File: src/hdl/csc_pkg.sv
// shared types and constants of the cosine similarity checker
// used by every module of the block but csc_queue; no dependencies
package csc_pkg;

  localparam int unsigned SAMPLE_BITS_DEF = 16;
  localparam int unsigned LENGTH_BITS_DEF = 24;
  localparam int unsigned QUEUE_DEPTH     = 2;
  localparam int unsigned CHUNK_BITS      = 28;
  localparam int unsigned FRAC_STEPS      = 16;

  localparam logic signed [15:0] THRESHOLD_RESET = 16'sd32440;
  localparam logic signed [15:0] Q15_MAX         = 16'sh7fff;
  localparam logic signed [15:0] Q15_MIN         = 16'sh8000;

  typedef struct packed {
    logic signed [15:0] elem_a;
    logic signed [15:0] elem_b;
    logic               last_element;
  } in_item_t;

  typedef struct packed {
    logic signed [15:0] cosine_value;
    logic               below_threshold;
    logic               zero_norm;
  } out_item_t;

endpackage

File: src/hdl/csc_front.sv
// front end: takes element pairs, multiplies and accumulates the three sums
// depends on csc_pkg; hands finished sums to csc_queue
module csc_front
  import csc_pkg::*;
#(
  parameter int unsigned SAMPLE_BITS = SAMPLE_BITS_DEF,
  parameter int unsigned ACC_BITS    = 2 * SAMPLE_BITS_DEF + LENGTH_BITS_DEF,
  parameter int unsigned DEPTH       = QUEUE_DEPTH,
  parameter int unsigned CNT_BITS    = $clog2(QUEUE_DEPTH + 1)
) (
  input  logic                  clk_i,
  input  logic                  rst_ni,
  input  logic                  push_i,
  output logic                  full_o,
  input  in_item_t              item_i,
  input  logic [CNT_BITS-1:0]   q_count_i,
  output logic                  q_push_o,
  output logic [3*ACC_BITS-1:0] q_data_o
);

  localparam int unsigned PROD_BITS = 2 * SAMPLE_BITS;

  logic signed [SAMPLE_BITS-1:0] a_s, b_s;
  logic signed [PROD_BITS-1:0]   ab, aa, bb;
  logic signed [PROD_BITS-1:0]   ab_q, aa_q, bb_q;
  logic                          p_valid_q, p_last_q;
  logic        [ACC_BITS-1:0]    dot_q, na_q, nb_q;
  logic        [ACC_BITS-1:0]    dot_nx, na_nx, nb_nx;
  logic                          accept;
  logic                          pending;

  // only the low sample bits of each field count; wider samples sign-extend the field
  if (SAMPLE_BITS <= 16) begin : g_narrow
    assign a_s = item_i.elem_a[SAMPLE_BITS-1:0];
    assign b_s = item_i.elem_b[SAMPLE_BITS-1:0];
  end else begin : g_wide
    assign a_s = SAMPLE_BITS'(item_i.elem_a);
    assign b_s = SAMPLE_BITS'(item_i.elem_b);
  end

  assign ab = a_s * b_s;
  assign aa = a_s * a_s;
  assign bb = b_s * b_s;

  // a last pair still in the product stage has a queue slot reserved
  assign pending = p_valid_q && p_last_q;
  assign full_o  = ({1'b0, q_count_i} + (CNT_BITS + 1)'(pending))
                   >= (CNT_BITS + 1)'(DEPTH);
  assign accept  = push_i && !full_o;

  assign dot_nx = dot_q + ACC_BITS'(ab_q);
  assign na_nx  = na_q + ACC_BITS'(aa_q);
  assign nb_nx  = nb_q + ACC_BITS'(bb_q);

  assign q_push_o = pending;
  assign q_data_o = {dot_nx, na_nx, nb_nx};

  always_ff @(posedge clk_i or negedge rst_ni) begin
    if (!rst_ni) begin
      p_valid_q <= 1'b0;
      p_last_q  <= 1'b0;
      dot_q     <= '0;
      na_q      <= '0;
      nb_q      <= '0;
    end else begin
      p_valid_q <= accept;
      if (accept) begin
        p_last_q <= item_i.last_element;
      end
      if (p_valid_q) begin
        if (p_last_q) begin
          dot_q <= '0;
          na_q  <= '0;
          nb_q  <= '0;
        end else begin
          dot_q <= dot_nx;
          na_q  <= na_nx;
          nb_q  <= nb_nx;
        end
      end
    end
  end

  always_ff @(posedge clk_i) begin
    if (accept) begin
      ab_q <= ab;
      aa_q <= aa;
      bb_q <= bb;
    end
  end

endmodule

File: config.mk
export PLATFORM = sky130hd
export DESIGN_NAME = csc_front
export DESIGN_NICKNAME = d
export VERILOG_FILES = /design/src/hdl/csc_pkg.sv /design/src/hdl/csc_front.sv
export SDC_FILE = /design/constraint.sdc
export NUM_CORES = 2
export LEC_CHECK = 0
export BUFFER_PORTS_ARGS = -buffer_cell sky130_fd_sc_hd__buf_4
export CORE_UTILIZATION = 30
export DETAILED_ROUTE_END_ITERATION = 8
export PLACE_DENSITY_LB_ADDON = 0.05
export SYNTH_ARGS = -nofsm -noshare
export SYNTH_HDL_FRONTEND = slang
export SYNTH_SLANG_ARGS = --single-unit
File: constraint.sdc
create_clock -name clk_i -period 3.6 [get_ports clk_i]
set_input_delay 0.18 -clock clk_i [delete_from_list [all_inputs] [get_ports clk_i]]
set_output_delay 0.18 -clock clk_i [all_outputs]
set_load 0.1 [all_outputs]
==> impl_metrics.ini <==
[setup_path]
r2r_setup_slack_ns = -0.04
cp_slowest_stage_delay_ns = 0.60
worst-path-buf-inv = 8
worst_ep_required_time_ns = 3.94
path_class = input pin to flip-flop
cpMostUsedCell = inv_2
critical_path.top_delay_family = adder cells
crit_path_max_fanout = 5
crit_path_end_kind = flip-flop
worstSetupStartpointType = input pin
arrival_ns = 5.83
slowest_stage = fa_2

[global_route]
grtUsageTotal_pct = 18.6
grt_pass1_wl_um = 225000
grt-ovfl-total = 0
grt_start_max_net_pins = 109
grt_pass1_vias = 40600
antenna_found_initial = 2

[drt]
vias = 37300
initialDrtViolationCount = 1355
routed_wl_um = 141000
drc_errors = 0
first_pass_iters = 6
ant_nets = 0
avgRoutedWirePerCell_um = 17.4
avgViaCountPerCell = 4.59

[synthesis]
syn_inst = 4843
ys_seq_area_share_pct = 15.6
synthTopCellsByCount = 949 x inv_1, 729 x fa_1, 435 x ha_1, 393 x nand2_1
synth_most_common_cell = inv_1
synth_top_area_cell = fa_1
syn-mean-instance-area_sq_um = 9.37
yosys_register_bits = 264
synth.area.top_cells = fa_1 32%, ha_1 12%, dfrtp_1 9.4%, inv_1 7.9%, edfxtp_1 6.2%
synthesis.area_sq_mm = 0.0454
ys_types = 90
syn_nets = 6045
dominantRegCellSynth = dfrtp_1
ys_warn_count = 0
ys_async_sr_fraction_pct = 64.4
netlist.area_leader.share_pct = 32.2
synth-edff-count = 94

[clocking]
clk_latency_ns = 0.59
cts_tree = built
clk_path_buf_depth = 3
cts.sinks = 264
cts.reportedPaths.clkPinSlew_ns = 0.05
ctsHtreeMaxLevel = 2
cts-buffers-inserted = 40
cts_root_buf = clkbuf_16

[sta]
period_share_pct = 153
setup_viol = 148
slew_headroom_pct = 36.8
finalHoldViolations = 0
rsz0062_at_grt = true
fin_skew_ns = 0.0258
max_freq_ghz = 0.182
timing.final.crit_period_ns = 5.49
post-route-worst-setup-slack_ns = -1.89
slew_violations = 0
worst_pin_slew_ns = 0.948

[floorplan]
dieArea_sq_mm = 0.153
die_w_um = 391
num_rows = 142
core_sq_mm = 0.150
die_h_um = 391
start_util_pct = 30.3
io_pins = 208

[placed_design]
io_buffers = 207
hpwl_um = 115000
gp_congestion = 0.848

[min_path]
worstHoldPathType = input pin to flip-flop

[layout]
nets = 7278
area_growth_pct = 49.1
drive_gt1_share_pct = 38.2
final_util_pct = 45.1

[outcome]
status = finished with violations
violations = setup timing

[job]
cap_viol_max_count = 0
## path summary, 6_finish.rpt
path	from	to	depth (start not counted)
worst max-delay path	item_i[25]	aa_q[31]	25
worst min-delay path	q_count_i[1]	p_valid_q	3
worst max register to register	ab_q[8]	dot_q[49]	14
worst min register to register	nb_q[0]	nb_q[0]	1
max in group asynchronous	rst_ni	dot_q[29]	3
min in group asynchronous	rst_ni	dot_q[52]	2
## metal layers
metal  global-route usage (%)  up-vias  wire length [um]
li1                         -    18100                 -
met1                     25.8    18700             67400
met2                     31.6      354             68300
met3                     1.64       99              3290
met4                     3.37        2              2230
met5                        0        -                 9
## sequential cells by signal (all words and copies together), names as in the netlist
register and count:
bb_q 31, p_valid_q 1, p_last_q 1, ab_q 32, na_q 56, nb_q 56
dot_q 56, aa_q 31
## per-stage QoR
step | hold WS [ns] | setup TNS (ns) | cells | area (sq um) | worst slack (ns)
floorplan | -0.116 | -106.18 | 4843 | 48000 | -2.32
global placement | 0.283 | -153.22 | 7816 | 58000 | -2.81
detailed placement | 0.284 | -151.40 | 7816 | 58000 | -2.80
CTS | 0.0181 | -105.64 | 8018 | 64500 | -1.89
global route | 0.0547 | -128.32 | 8124 | 67600 | -2.06
finish | 0.0534 | -103.27 | 8125 | 67600 | -1.89
## what timing repair did
item                                    4_1_cts  5_1_grt
resized for setup                           912      512
endpoints found under the hold margin        73        0
hold buffers                                  4        0
pin swaps                                   387      419
setup buffers                               140      148
endpoints found under the setup margin      200      195
cloned                                        2        1
## worst min-delay path, cell delays in order
cell and delay [ns]:
buf_4 0.07, a21oi_1 0.04, and2_4 0.24
## final cells by class
cell class | instances | area, sq um
repair buffers | 1365 | 13000
clock buffers | 52 | 1120
diodes | 1 | 2.50
inverters | 959 | 3670
flip-flops and latches | 264 | 7080
well taps | 2016 | 2520
multi-input cells | 3446 | 40100
clock inverters | 22 | 224
fillers | 14600 | 82300
## cell families after synthesis
family / Yosys count / share of synthesized area [%]
adder cells (fa/ha/maj): 1164 / 44.2
buffers and inverters: 1133 / 9.46
AND/OR/NAND/NOR: 1092 / 11.5
AO/OA/AOI/OAI: 909 / 13.8
XOR/XNOR: 275 / 5.31
flip-flops: 264 / 15.6
multiplexers: 6 / 0.132
## placed cells by master (no fill, tap or decap), types with 130 or more instances in the layout
cell,count
a22o_1,152
nand2_1,342
buf_6,192
inv_1,874
buf_4,1003
and2_1,130
ha_1,321
nor2_1,182
fa_1,673
dfrtp_1,169
a21o_1,133
Power is left out: the tool's default activity adds up to more than one toggle a clock period on the data nets, which glitch-free logic cannot reach.
