### src/hdl/csc_pkg.sv
// shared types and constants of the cosine similarity checker
// used by every module of the block but csc_queue; no dependencies
package csc_pkg;

  localparam int unsigned SAMPLE_BITS_DEF = 16;
  localparam int unsigned LENGTH_BITS_DEF = 24;
  localparam int unsigned QUEUE_DEPTH     = 2;
  localparam int unsigned CHUNK_BITS      = 28;
  localparam int unsigned FRAC_STEPS      = 16;

  localparam logic signed [15:0] THRESHOLD_RESET = 16'sd32440;
  localparam logic signed [15:0] Q15_MAX         = 16'sh7fff;
  localparam logic signed [15:0] Q15_MIN         = 16'sh8000;

  typedef struct packed {
    logic signed [15:0] elem_a;
    logic signed [15:0] elem_b;
    logic               last_element;
  } in_item_t;

  typedef struct packed {
    logic signed [15:0] cosine_value;
    logic               below_threshold;
    logic               zero_norm;
  } out_item_t;

endpackage

### src/hdl/csc_back.sv
// back end: norm product, bit-serial square root, fractional divide, result register
// depends on csc_pkg; reads finished sums from csc_queue, holds the threshold register
module csc_back
  import csc_pkg::*;
#(
  parameter int unsigned ACC_BITS = 2 * SAMPLE_BITS_DEF + LENGTH_BITS_DEF
) (
  input  logic                  clk_i,
  input  logic                  rst_ni,
  input  logic                  q_valid_i,
  input  logic [3*ACC_BITS-1:0] q_data_i,
  output logic                  q_pop_o,
  input  logic                  cfg_valid_i,
  output logic                  cfg_ready_o,
  input  logic signed [15:0]    cfg_data_i,
  input  logic                  pop_i,
  output logic                  empty_o,
  output out_item_t             item_o
);

  localparam int unsigned NUM_CHUNKS = (ACC_BITS + CHUNK_BITS - 1) / CHUNK_BITS;
  localparam int unsigned IDX_BITS   = (NUM_CHUNKS > 1) ? $clog2(NUM_CHUNKS) : 1;
  localparam int unsigned PAD_BITS   = NUM_CHUNKS * CHUNK_BITS;
  localparam int unsigned PROD_BITS  = 2 * ACC_BITS;
  localparam int unsigned STEPS      = (ACC_BITS > FRAC_STEPS) ? ACC_BITS : FRAC_STEPS;
  localparam int unsigned CNT_BITS   = $clog2(STEPS);

  typedef enum logic [2:0] {
    ST_IDLE,
    ST_MUL,
    ST_SQRT,
    ST_CHECK,
    ST_DIV,
    ST_DONE
  } state_e;

  state_e                    state_q;
  logic [ACC_BITS-1:0]       na_q, nb_q, mag_q, root_q;
  logic                      neg_q, zero_q, ovf_q;
  logic [PROD_BITS-1:0]      prod_q;
  logic [IDX_BITS-1:0]       i_q, j_q;
  logic [ACC_BITS+1:0]       srem_q;
  logic [ACC_BITS:0]         rem_q;
  logic [15:0]               quo_q;
  logic [CNT_BITS-1:0]       cnt_q;
  logic signed [15:0]        thr_q;
  logic                      out_valid_q;
  out_item_t                 out_item_q;

  logic [ACC_BITS-1:0]       dot_in, na_in, nb_in, mag_in;
  logic [PAD_BITS-1:0]       na_pad, nb_pad;
  logic [CHUNK_BITS-1:0]     pa, pb;
  logic [2*CHUNK_BITS-1:0]   pp;
  logic [2*PAD_BITS-1:0]     addend;
  logic [ACC_BITS+1:0]       rem_sh, trial;
  logic                      sq_ge;
  logic [ACC_BITS:0]         div_t, root_ext;
  logic                      div_ge;
  logic                      ovf_now;
  logic signed [15:0]        cos;
  logic                      below;

  assign dot_in = q_data_i[3*ACC_BITS-1 -: ACC_BITS];
  assign na_in  = q_data_i[2*ACC_BITS-1 -: ACC_BITS];
  assign nb_in  = q_data_i[ACC_BITS-1:0];
  assign mag_in = dot_in[ACC_BITS-1] ? (~dot_in + 1'b1) : dot_in;

  assign q_pop_o     = (state_q == ST_IDLE) && q_valid_i;
  assign cfg_ready_o = 1'b1;
  assign empty_o     = !out_valid_q;
  assign item_o      = out_item_q;

  // one partial product of the norm product per cycle
  assign na_pad = PAD_BITS'(na_q);
  assign nb_pad = PAD_BITS'(nb_q);
  assign pa     = CHUNK_BITS'(na_pad >> (int'(i_q) * CHUNK_BITS));
  assign pb     = CHUNK_BITS'(nb_pad >> (int'(j_q) * CHUNK_BITS));
  assign pp     = pa * pb;
  assign addend = (2 * PAD_BITS)'(pp) << ((int'(i_q) + int'(j_q)) * CHUNK_BITS);

  // restoring square root, two radicand bits per cycle
  assign rem_sh = {srem_q[ACC_BITS-1:0], prod_q[PROD_BITS-1 -: 2]};
  assign trial  = {root_q, 2'b01};
  assign sq_ge  = (rem_sh >= trial);

  // quotient of two or more is beyond the Q1.15 range
  assign ovf_now  = ({1'b0, mag_q} >= {root_q, 1'b0});
  assign root_ext = {1'b0, root_q};
  assign div_t    = (cnt_q == '0) ? rem_q : {rem_q[ACC_BITS-1:0], 1'b0};
  assign div_ge   = (div_t >= root_ext);

  always_comb begin
    if (zero_q) begin
      cos = '0;
    end else if (ovf_q) begin
      cos = neg_q ? Q15_MIN : Q15_MAX;
    end else if (neg_q) begin
      cos = quo_q[15] ? Q15_MIN : signed'(~quo_q + 1'b1);
    end else begin
      cos = (quo_q >= 16'(Q15_MAX)) ? Q15_MAX : signed'(quo_q);
    end
    below = (cos < thr_q);
  end

  always_ff @(posedge clk_i or negedge rst_ni) begin
    if (!rst_ni) begin
      state_q     <= ST_IDLE;
      out_valid_q <= 1'b0;
      thr_q       <= THRESHOLD_RESET;
    end else begin
      if (cfg_valid_i) begin
        thr_q <= cfg_data_i;
      end
      // a new result may replace the one popped in the same cycle
      if ((state_q == ST_DONE) && (!out_valid_q || pop_i)) begin
        out_valid_q <= 1'b1;
      end else if (pop_i && out_valid_q) begin
        out_valid_q <= 1'b0;
      end
      unique case (state_q)
        ST_IDLE: begin
          if (q_valid_i) begin
            na_q   <= na_in;
            nb_q   <= nb_in;
            mag_q  <= mag_in;
            neg_q  <= dot_in[ACC_BITS-1];
            zero_q <= (na_in == '0) || (nb_in == '0);
            ovf_q  <= 1'b0;
            prod_q <= '0;
            i_q    <= '0;
            j_q    <= '0;
            root_q <= '0;
            srem_q <= '0;
            cnt_q  <= '0;
            state_q <= ((na_in == '0) || (nb_in == '0)) ? ST_DONE : ST_MUL;
          end
        end
        ST_MUL: begin
          prod_q <= prod_q + PROD_BITS'(addend);
          if (j_q == IDX_BITS'(NUM_CHUNKS - 1)) begin
            j_q <= '0;
            if (i_q == IDX_BITS'(NUM_CHUNKS - 1)) begin
              state_q <= ST_SQRT;
            end else begin
              i_q <= i_q + 1'b1;
            end
          end else begin
            j_q <= j_q + 1'b1;
          end
        end
        ST_SQRT: begin
          prod_q <= prod_q << 2;
          srem_q <= sq_ge ? (rem_sh - trial) : rem_sh;
          root_q <= {root_q[ACC_BITS-2:0], sq_ge};
          if (cnt_q == CNT_BITS'(ACC_BITS - 1)) begin
            cnt_q   <= '0;
            state_q <= ST_CHECK;
          end else begin
            cnt_q <= cnt_q + 1'b1;
          end
        end
        ST_CHECK: begin
          if (ovf_now) begin
            ovf_q   <= 1'b1;
            state_q <= ST_DONE;
          end else begin
            rem_q   <= {1'b0, mag_q};
            quo_q   <= '0;
            cnt_q   <= '0;
            state_q <= ST_DIV;
          end
        end
        ST_DIV: begin
          rem_q <= div_ge ? (div_t - root_ext) : div_t;
          quo_q <= {quo_q[14:0], div_ge};
          if (cnt_q == CNT_BITS'(FRAC_STEPS - 1)) begin
            state_q <= ST_DONE;
          end else begin
            cnt_q <= cnt_q + 1'b1;
          end
        end
        ST_DONE: begin
          if (!out_valid_q || pop_i) begin
            out_item_q.cosine_value    <= cos;
            out_item_q.below_threshold <= below;
            out_item_q.zero_norm       <= zero_q;
            state_q                    <= ST_IDLE;
          end
        end
        default: state_q <= ST_IDLE;
      endcase
    end
  end

endmodule

### config.mk
export PLATFORM = sky130hd
export DESIGN_NAME = csc_back
export DESIGN_NICKNAME = d
export VERILOG_FILES = /design/src/hdl/csc_pkg.sv /design/src/hdl/csc_back.sv
export SDC_FILE = /design/constraint.sdc
export NUM_CORES = 2
export LEC_CHECK = 0
export BUFFER_PORTS_ARGS = -buffer_cell sky130_fd_sc_hd__clkbuf_2
export CORE_AREA = 3 3 385 387
export CTS_CLUSTER_SIZE = 12
export DETAILED_ROUTE_END_ITERATION = 8
export DIE_AREA = 0 0 388 390
export GPL_TIMING_DRIVEN = 0
export MAX_ROUTING_LAYER = met4
export REMOVE_ABC_BUFFERS = 1
export SYNTH_ARGS = -nofsm -noshare
export SYNTH_HDL_FRONTEND = slang
export SYNTH_SLANG_ARGS = --single-unit
### constraint.sdc
create_clock -name clk_i -period 12.5 [get_ports clk_i]
set_input_delay 2.5 -clock clk_i [delete_from_list [all_inputs] [get_ports clk_i]]
set_output_delay 2.5 -clock clk_i [all_outputs]
set_load 0.05 [all_outputs]
==> results.cfg <==
[setup_path]
crit_path_frequent_cell = fa_1
required_ns = 12.93
endpoint_kind = flop
r2r_end = prod_q[105]
crit_start = j_q
setup.worst_path.start_class = flop
critPathKind = reg -> reg
endpoint = prod_q[105]
reg2reg_setup_slack_ns = 0.31
r2r_cells = 41
path_max_fanout = 19
worstPathArrival_ns = 12.62
worst_path_max_delay_cell = mux2_2
r2r_start = j_q
slowest_delay_ns = 0.67

[synth]
ys_warn_count = 0
syn_avg_cell_area_um2 = 8.77
ys_types = 81
ys_seq_area_share_pct = 23.6
synthFlopType = edfxtp_1
synth_edf_count = 494
syn_area_mm2 = 0.0651
synth_cells = 7430
synthArstFlopShare_pct = 3.89
ys_seq_elements = 514

[timing]
holdWs_ns = 0.509
drv_slew = 0
period_minus_slack_ns = 12.19
max_freq_ghz = 0.0820
period_share_pct = 97.5
setup_viol = 0
hold_violations = 0
skew_ns = 0.0372
setup_tns_ns = 0
slew_headroom_pct = 8.23
tightest_slew_ns = 1.36

[die]
die_h_um = 390
row_count = 140
num_io_pins = 210
die_area_mm2 = 0.151
core_region_area_mm2 = 0.145
die_w_um = 388
start_util_pct = 44.9

[clock_tree]
cts-buffers-inserted = 68
ctsRootBufferMaster = clkbuf_16
cts_buffer_depth = 3
cts_tree = done
hold_buffers = 0
cts.sinks = 514
htree_levels = 3
clkLatencyLatePin_ns = 0.70
clkTransAtPathRegs_ns = 0.06

[global_routing]
antenna_found_initial = 2
track_usage_pct = 28.6
grt_pass1_wl_um = 328000
overflow = 0
grt_pass1_vias = 55000
grt_max_degree = 114

[placement]
hpwl_um = 166000
io_buffers = 208
gp_congestion = 0.971

[routing]
antenna_left = 0
wl_per_cell_um = 22.4
firstDrtPassIters = 7
drcViolationCount = 0
vias = 55000
vias_per_cell = 5.81
drt_iter0_drc = 4675
routed_wl_um = 212000

[min_path]
min_path_type = reg -> reg
holdPathStages = 2
worstHoldStart = thr_q[10]

[run_status]
status = complete, no violations

[job]
max_cap_viol_count = 0

[final_layout]
mostFrequentLayoutCell = inv_1
synthToLayoutAreaGrowth_pct = 12.0
fillCellCount = 13600
drive_above_1_share_pct = 10.7
layout_common_cells = inv_1 (959), nor2_1 (905), nand2_1 (796)
utilization_pct = 50.2
nets = 8891
==> area by class of cell <==
class                      count  area [um2]  share of cell area [%]
sequential                   514       15300                    21.0
clock inverter                31         400                   0.549
tap                         1917        2400                    3.29
inverter                     962        3620                    4.96
multi-input combinational   5598       46200                    63.4
clock buffer                  87        1800                    2.47
timing repair buffer         361        3140                    4.31
antenna                        2        5.00                 0.00686
==> stage by stage <==
step                      setup WS (ns)  std cells  instance area [um2]
final                             0.307       9472                72900
after global placement            -5.64       9199                67200
after CTS                      0.000541       9438                72000
after detailed placement          -1.96       9276                69100
after global routing            -0.0880       9472                72900
after floorplan                 -0.0820       7074                63800
==> critical path, delay by kind of cell (launching register included) <==
kind | cells | cell delay, ns
adder cells (fa/ha/maj) | 9 | 4.57
AO/OA/AOI/OAI | 15 | 3.88
AND/OR/NAND/NOR | 8 | 1.15
multiplexers | 2 | 0.89
buffers and inverters | 6 | 0.68
flip-flops | 1 | 0.41
XOR/XNOR | 1 | 0.29
==> cell families (layout without fill, tap and decap cells) <==
group           count (synthesis)  in the layout  synth area share (%)
compound gates               1577           1577                  14.9
simple gates                 2294           2294                  15.4
xor+xnor                      309            309                  4.18
other cells                     1              3               0.00576
buf+inv                      1318           1441                  7.60
mux                           220            220                  3.60
flops                         514            514                  23.6
fa+ha+maj                    1197           1197                  30.8
==> worst min path at each step <==
| stage | endpoint | slack (ns) |
|---|---|---|
| final | thr_q[10] | 0.51 |
| after global routing | thr_q[13] | 0.54 |
| after CTS | thr_q[11] | 0.52 |
| after detailed placement | thr_q[11] | 0.50 |
| after global placement | thr_q[11] | 0.50 |
| after floorplan | item_o[0] | 0.45 |
==> what timing repair did <==
action | 4_1_cts | 5_1_grt
buffers inserted | 44 | 32
pin swaps | 6 | 17
gates resized for setup | 71 | 118
setup endpoints to repair | 65 | 52
==> state kept, by name (all words and copies together) (netlist names) <==
register	flops
thr_q	16
prod_q	112
state_q	3
item_o	18
srem_q	56
j_q	1
quo_q	16
i_q	1
rem_q	57
cnt_q	6
nb_pad	56
out_valid_q	1
mag_q	56
na_pad	56
ovf_q	1
zero_q	1
neg_q	1
root_q	56
==> synth_stat cells, types with 21 or more instances <==
library cell,n,area [um2]
nand2_1,799,3000
nor2b_1,48,300
o21ai_0,418,2090
ha_1,521,6520
fa_1,676,13500
o21bai_1,58,435
nor2_1,906,3400
a31oi_1,45,282
inv_1,961,3610
xor2_1,108,946
nand3_1,92,460
mux2i_1,104,1040
nand2b_1,42,263
a211oi_1,33,248
a21o_1,190,1430
xnor2_1,200,1750
a21oi_1,492,2460
or3_1,28,175
and3_1,49,307
edfxtp_1,494,14800
nor4_1,51,319
o31ai_1,40,300
clkbuf_1,334,1250
buf_1,21,78.8
nor3_1,73,365
mux2_2,116,1310
o211ai_1,25,188
o21a_1,63,473
o22ai_1,40,250
nand4_1,101,632
and2_1,35,219
==> layer usage <==
metal | vias up | wire length (um) | GRT usage (%)
met2 | 2031 | 95700 | 44.1
met4 | 0 | 10400 | 11.7
li1 | 25300 | - | -
met5 | - | 0 | -
met3 | 467 | 15400 | 4.23
met1 | 27300 | 90800 | 37.9
Power is left out: the tool's default activity adds up to more than one toggle a clock period on the data nets, which glitch-free logic cannot reach.
