--- src/hdl/csc_queue.sv ---
// short register queue that holds finished sums between front and back
// generic width and depth; no package dependencies
module csc_queue #(
  parameter int unsigned WIDTH    = 168,
  parameter int unsigned DEPTH    = 2,
  parameter int unsigned CNT_BITS = $clog2(DEPTH + 1)
) (
  input  logic                clk_i,
  input  logic                rst_ni,
  input  logic                push_i,
  input  logic [WIDTH-1:0]    data_i,
  input  logic                pop_i,
  output logic                valid_o,
  output logic [WIDTH-1:0]    data_o,
  output logic [CNT_BITS-1:0] count_o
);

  localparam int unsigned PTR_BITS = (DEPTH > 1) ? $clog2(DEPTH) : 1;

  logic [WIDTH-1:0]    mem_q [DEPTH];
  logic [PTR_BITS-1:0] wr_ptr_q, wr_ptr_d;
  logic [PTR_BITS-1:0] rd_ptr_q, rd_ptr_d;
  logic [CNT_BITS-1:0] count_q, count_d;
  logic                do_pop;

  assign valid_o = (count_q != '0);
  assign data_o  = mem_q[rd_ptr_q];
  assign count_o = count_q;
  assign do_pop  = pop_i && valid_o;

  always_comb begin
    wr_ptr_d = wr_ptr_q;
    rd_ptr_d = rd_ptr_q;
    if (push_i) begin
      wr_ptr_d = (wr_ptr_q == PTR_BITS'(DEPTH - 1)) ? '0 : wr_ptr_q + 1'b1;
    end
    if (do_pop) begin
      rd_ptr_d = (rd_ptr_q == PTR_BITS'(DEPTH - 1)) ? '0 : rd_ptr_q + 1'b1;
    end
    count_d = count_q + CNT_BITS'(push_i) - CNT_BITS'(do_pop);
  end

  always_ff @(posedge clk_i or negedge rst_ni) begin
    if (!rst_ni) begin
      wr_ptr_q <= '0;
      rd_ptr_q <= '0;
      count_q  <= '0;
    end else begin
      wr_ptr_q <= wr_ptr_d;
      rd_ptr_q <= rd_ptr_d;
      count_q  <= count_d;
    end
  end

  always_ff @(posedge clk_i) begin
    if (push_i) begin
      mem_q[wr_ptr_q] <= data_i;
    end
  end

endmodule

--- config.mk ---
export PLATFORM = sky130hd
export DESIGN_NAME = csc_queue
export DESIGN_NICKNAME = d
export VERILOG_FILES = /design/src/hdl/csc_queue.sv
export SDC_FILE = /design/constraint.sdc
export NUM_CORES = 1
export LEC_CHECK = 0
export BUFFER_PORTS_ARGS = -buffer_cell sky130_fd_sc_hd__buf_2
export CAP_MARGIN = 5
export CORE_UTILIZATION = 50
export CTS_BUF_LIST = sky130_fd_sc_hd__clkbuf_4 sky130_fd_sc_hd__clkbuf_8
export CTS_CLUSTER_SIZE = 28
export DETAILED_ROUTE_END_ITERATION = 6
export GPL_TIMING_DRIVEN = 0
export PLACE_DENSITY = 0.77
export SKIP_CTS_REPAIR_TIMING = 1
export SLEW_MARGIN = 10
export SYNTH_ARGS = -nofsm -noshare
export SYNTH_HDL_FRONTEND = slang
export SYNTH_SLANG_ARGS = --single-unit
--- constraint.sdc ---
create_clock -name clk_i -period 10.9 [get_ports clk_i]
set_input_delay 1.09 -clock clk_i [delete_from_list [all_inputs] [get_ports clk_i]]
set_output_delay 1.09 -clock clk_i [all_outputs]
set_load 0.02 [all_outputs]
==> metrics.txt, run 1 <==
outcome finished clean; TritonCTS Buffers 53; CTS H-tree depth 2; GP Congestion 0.7405; Clock Latency Late Sink between 0.5 and 0.6 ns; hold crit path type in2async; crit path max fanout 10; drt first-iter violations roughly 280; total wire length 24,460 um; crit end category output port; first-pass iteration count of the detailed router 6; PD cells approximately 270 mW/mm^2; Synth cell types 14; ranking of synthesized cells by area edfxtp_1 79%, mux2_4 12%, mux2_2 5.9%; Final Hold Slack approximately 0.31 ns; Max-Cap Viols 0; Yosys top cell by area edfxtp_1; simple-gate portion of the synthesized area 0.001473; vias per cell just under 5; RSZ-0062 raised after global routing no; CP startpoint kind register; Synth-to-Final Area Change 27.13%; CP required 9.81 ns; syn_nets between 700 and 800; Seq cells post-synth 340; fin util 0.6449; Place WS 8.069 ns; Total GRT Usage 0.1838; critical setup path kind reg2out; Tmin final 3.099 ns; endpoint arrival time on the critical path ~2 ns; Static Leak roughly 6.5 nW; Final Cell Area 0.01619 mm^2; Post-Syn Area 0.01274 mm^2; CORE AREA approximately 0.025 mm^2; die height roughly 160 um; starting density of the core 0.5073; final setup TNS 0 ns; top-area cell type share of the netlist area 0.7921; ANT nets after route 0; post-synthesis compound-gate area fraction 0.0005894; Final Hold Viols 0; initial antenna violation count 6; Worst VDD drop 0.2060 mV; Port Buffers 342; Die Wd 161.6 um; DRC Markers 0; largest family of logic cells by synthesized area multiplexers; Setup Skew 0.02036 ns; Rows 58; clk sinks 340; Synth Area in Adders 0.001965; maximum root-to-sink buffer count 3; Slew headroom 0.5128; final setup fails 0; Seq/Total Area, Yosys 0.8000; Fmax approximately 320 MHz; Vias ~6,500; largest net degree at the start of global routing 55; Wirelength per Cell 18.51 um; ratio of cells with drive above 1 in the final layout 0.6336; DP Area around 0.015 mm^2; post-synthesis instance total around 540; Root Buffer clkbuf_8; NumNets Final 1,120; CTS tree built; num ports about 340; most common cell after layout, fill and taps aside buf_2; hpwl dp approximately 17,000 um; most frequent cells in the layout 347 x buf_2, 336 x edfxtp_1, 101 x mux2_4; Final Cycle Share 0.2844; wire length of the first global-routing pass 36,290 um; YS warnings 0; clk slew on worst S/H paths roughly 0.06 ns; post-synthesis mux area share 0.1783; number of global-route vias before repair between 6,000 and 7,000; fin. max-slew vios 0; Worst-Margin Slew 0.7292 ns; PnR worst setup slack 7.801 ns; XOR/XNOR share of the synthesized area 0.002750; syn avg cell area 23.63 um^2; die area 0.02612 mm^2; global route overflow 0
-- final timing paths --
| path | end | from | cells after the start | slack (ns) |
|---|---|---|---|---|
| worst min register to register | wr_ptr_q | wr_ptr_q | 1 | 0.55 |
| worst max-delay path | data_o[86] | rd_ptr_q | 5 | 7.80 |
| worst max register to register | mem_q[0][97] | wr_ptr_q | 4 | 8.87 |
| min in group clk_i | wr_ptr_q | wr_ptr_q | 1 | 0.55 |
| max in group asynchronous | count_o[1] | rst_ni | 1 | 10.47 |
| worst min-delay path | count_o[0] | rst_ni | 1 | 0.31 |
-- per-layer routing --
| metal | track usage | part of all wire | up-vias |
|---|---|---|---|
| met5 | 0 | 0.0011 | - |
| met4 | 0.06518 | 0.023 | 4 |
| met3 | 0.08012 | 0.10 | 54 |
| met2 | 0.3286 | 0.52 | 283 |
| met1 | 0.1907 | 0.35 | 3133 |
| li1 | - | - | 2986 |
-- metrics by stage --
stage               power (mW)  cells
global route             4.606   1322
floorplan                2.961    539
finish                   4.413   1322
CTS                      4.465   1318
detailed placement       3.418   1221
global placement         3.434   1211
-- cells by family after synthesis --
logic type	after synthesis
compound gates	1
xor+xnor	4
fa+ha+maj	2
buf+inv	21
flops	340
mux	168
simple gates	3
-- synth_stat cells --
library cell and instances:
dfrtp_1 4, xor2_1 2, buf_6 14, xnor2_1 2, mux2_4 101, nor2b_1 1
ha_1 2, edfxtp_1 336, or2_2 1, o21a_1 1, buf_2 5, inv_1 2
and2_1 1, mux2_2 67
-- state kept, by name, indices dropped and copies added (netlist names) --
register	cells
rd_ptr_q	1
count_o	2
wr_ptr_q	1
mem_q	336
-- power by group --
part / leakage [nW] / internal (mW) / switching, mW / total (mW)
logic: 2.71 / 0.694 / 0.887 / 1.58
clock network: 0.561 / 0.564 / 0.477 / 1.04
registers: 3.20 / 1.73 / 0.0596 / 1.79
total: 6.47 / 2.99 / 1.42 / 4.41
-- cell type report --
| type | instances | area (um^2) |
|---|---|---|
| multi-input cells | 178 | 2367 |
| clock buffers | 67 | 847.1 |
| repair buffers | 352 | 1964 |
| diodes | 4 | 10.01 |
| clock inverters | 30 | 211.5 |
| well taps | 330 | 412.9 |
| inverters | 2 | 7.507 |
| fillers | 1769 | 8916 |
| flip-flops and latches | 340 | 10190 |
| plain buffers | 19 | 182.7 |
-- worst max-delay path: stages (launching register included) --
cell	delay, ns
dfrtp_1	0.37
buf_6	0.14
buf_6	0.21
buf_6	0.22
mux2_4	0.31
buf_2	0.17
(Power assumes the default switching activity.)
==> run 2, diff against run 1 <==
Settings changed: ABC_AREA set to 1, CORE_UTILIZATION 50 to 49, PLACE_DENSITY 0.77 to 0.78.
Clock period 10.9 ns to 2.8 ns, I/O delays scaled along.
==> run 2 against run 1 <==
Against the previous run:
- synthesized cell count increased by 68%
- cell count rose by 41%
- area after synthesis shrank 2.1%
- core utilization increased by 5.7 points
- clock skew down 0.0042 ns
- critical path depth up 2
- setup slack worse by 7.3 ns
- combinational power rose to 4.4 times the previous value
- register-to-register slack worse by 8.1 ns
- routed wire length is 38% higher
- count of clock-buffer cells in the layout grew 3
- critical path type unchanged
- largest power group unchanged
- highest routed layer is now met4
==> metrics.txt, run 2 <==
outcome finished clean; Synth Area in Adders 0.002006; most common cell after layout, fill and taps aside nand2_1; final setup fails 0; Yosys top cell by area edfxtp_1; crit path max fanout 10; vias per cell 4.934; Tmin final 2.280 ns; post-synthesis compound-gate area fraction 0; r2r setup slk between 0.7 and 0.8 ns; Worst-Margin Slew about 0.73 ns; DRC Markers 0; initial antenna violation count 2; max reg flops 336; syn_nets 1,080; largest net degree at the start of global routing 38; post-synthesis instance total 906; Total GRT Usage 0.2157; final total power 18.07 mW; Vias 9,167; Synth-to-Final Area Change 41.23%; CTS tree built; Async SR Flop Fraction 0.01176; Reg with most FFs mem_q; switching share of total power 0.3855; YS warnings 0; Max-Cap Viols 0; clk slew on worst S/H paths 0.07 ns; post-synthesis mux area share 0; XOR/XNOR share of the synthesized area 0.0007022; fin. max-slew vios 0; CP startpoint kind register; ANT nets after route 0; GP Congestion 0.7740; global route overflow 0; combinational power share 0.382; Final Non-Filler Cells 1,858; Wirelength per Cell 18.23 um; RSZ-0062 raised after global routing no; total wire length around 34,000 um; crit end category output port; Clock Latency Late Sink about 0.56 ns; Cell Int Power 11.10 mW; first-pass iteration count of the detailed router 5; Static Leak 7.693 nW; Post-synth top flop edfxtp_1; Slew headroom 0.5155; Die Wd 161.5 um; Final Hold Slack 0.06149 ns; PD cells 1026 mW/mm^2; Seq cells post-synth 340; Seq/Total Area, Yosys 0.8169; Root Buffer clkbuf_8; wire length of the first global-routing pass approximately 43,000 um; Post-Syn Area 0.01247 mm^2; ranking of synthesized cells by area edfxtp_1 81%, nand2_1 15%, buf_6 1.1%; largest family of logic cells by synthesized area simple AND/OR/NAND/NOR gates; Post-synth top cells 514 x nand2_1, 336 x edfxtp_1, 21 x buf_2; num ports 343; CTS H-tree depth 2; NumNets Final 1,659; Setup Skew 0.01615 ns; number of flops mapped to enable cells by yosys between 300 and 400; drt first-iter violations 767; maximum root-to-sink buffer count 3; simple-gate portion of the synthesized area 0.1558; ratio of cells with drive above 1 in the final layout 0.3106; Final Hold Viols 0; sequential power share 0.388; Reg2Reg Depth 5; critical setup path kind reg2out; die area 0.02610 mm^2; placed insts 1,589; most frequent cells in the layout 513 x nand2_1, 363 x buf_2, 336 x edfxtp_1; hpwl dp 19,710 um; Port Buffers 342; hold crit path type in2async; Final Cell Area 0.01762 mm^2; Critical R2R Launch wr_ptr_q; Crit Reg-Reg Endpoint mem_q[1][100]; CORE AREA 0.02511 mm^2; DP Area 0.01484 mm^2; Clk pwr share 0.230; Final Cycle Share 0.8141; CP required 2.52 ns; number of global-route vias before repair about 8,200; Worst VDD drop around 0.80 mV; clk sinks 340; syn avg cell area 13.77 um^2; Rows 58; endpoint arrival time on the critical path 2.00 ns; die height between 150 and 200 um; most frequent cell after synthesis nand2_1; final setup TNS 0 ns; NetSw 6.966 mW; top-area cell type share of the netlist area 0.8089; starting density of the core 0.4968; TritonCTS Buffers 53; Synth cell types 12; Fmax 438.7 MHz
[run 2: cell types whose count changed after synthesis, moves of 4 or more]
| cell | delta |
|---|---|
| inv_1 | +6 |
| buf_2 | +16 |
| mux2_2 | -67 |
| nand2_1 | +514 |
| buf_4 | +4 |
| mux2_4 | -101 |
[run 2: critical path: stages (launching register included)]
cell and delay [ns]:
dfrtp_1 0.35, buf_4 0.17, inv_4 0.11, buf_6 0.21, buf_6 0.18, nand2_1 0.06, nand2_1 0.15, buf_2 0.20
[run 2: layout make-up]
cell class / instances / area [um^2]
Sequential cell: 340 / 10190
Fill cell: 1558 / 7493
Timing Repair Buffer: 524 / 3651
Multi-Input combinational cell: 520 / 1987
Clock buffer: 70 / 894.6
Tap cell: 330 / 412.9
Buffer: 37 / 270.3
Clock inverter: 26 / 165.2
Inverter: 9 / 40.04
Antenna cell: 2 / 5.005
[run 2: worst max path at each step]
stage | slack, ns | cells past startpoint | startpoint | to
after floorplan | -0.58 | 2 | wr_ptr_q | mem_q[1][0]
after global placement | -2.06 | 2 | wr_ptr_q | mem_q[1][114]
after detailed placement | 0.68 | 6 | push_i | mem_q[0][111]
after CTS | 0.45 | 7 | rd_ptr_q | data_o[143]
after global routing | 0.37 | 6 | rd_ptr_q | data_o[143]
final | 0.52 | 7 | rd_ptr_q | data_o[143]
[run 2: kinds of logic (layout without fill, tap and decap cells)]
kind of cell | after synthesis | after routing
xor gates and xnor gates | 1 | 1
and+or+nand+nor | 517 | 517
adders and majority gates | 2 | 2
buffers and inverters | 46 | 666
DFF | 340 | 340
other | 0 | 2
[run 2: power groups by stage]
stage          combinational, mW  clock, mW  sequential, mW
5_1_grt                     7.41       4.44            7.07
2_1_floorplan               3.96          0            7.13
3_5_place_dp                6.54          0            7.07
6_report                    6.90       4.16            7.00
3_3_place_gp                6.22          0            7.19
4_1_cts                     6.59       4.17            6.97
[run 2: stage by stage]
stage | worst slack, ns | utilization
4_1_cts | 0.4497 | 0.6332
3_5_place_dp | 0.6793 | 0.5910
3_3_place_gp | -2.063 | 0.5819
2_1_floorplan | -0.5812 | -
6_report | 0.5205 | 0.7016
5_1_grt | 0.3704 | 0.7016
[run 2: per-layer routing]
metal | vias to the layer above | global-route usage | wire length, um
met5 | - | 0 | 0
met4 | 0 | 0.09091 | 869
met3 | 67 | 0.08731 | 3492
met2 | 550 | 0.3699 | 17420
met1 | 4315 | 0.2365 | 12090
li1 | 4235 | - | -
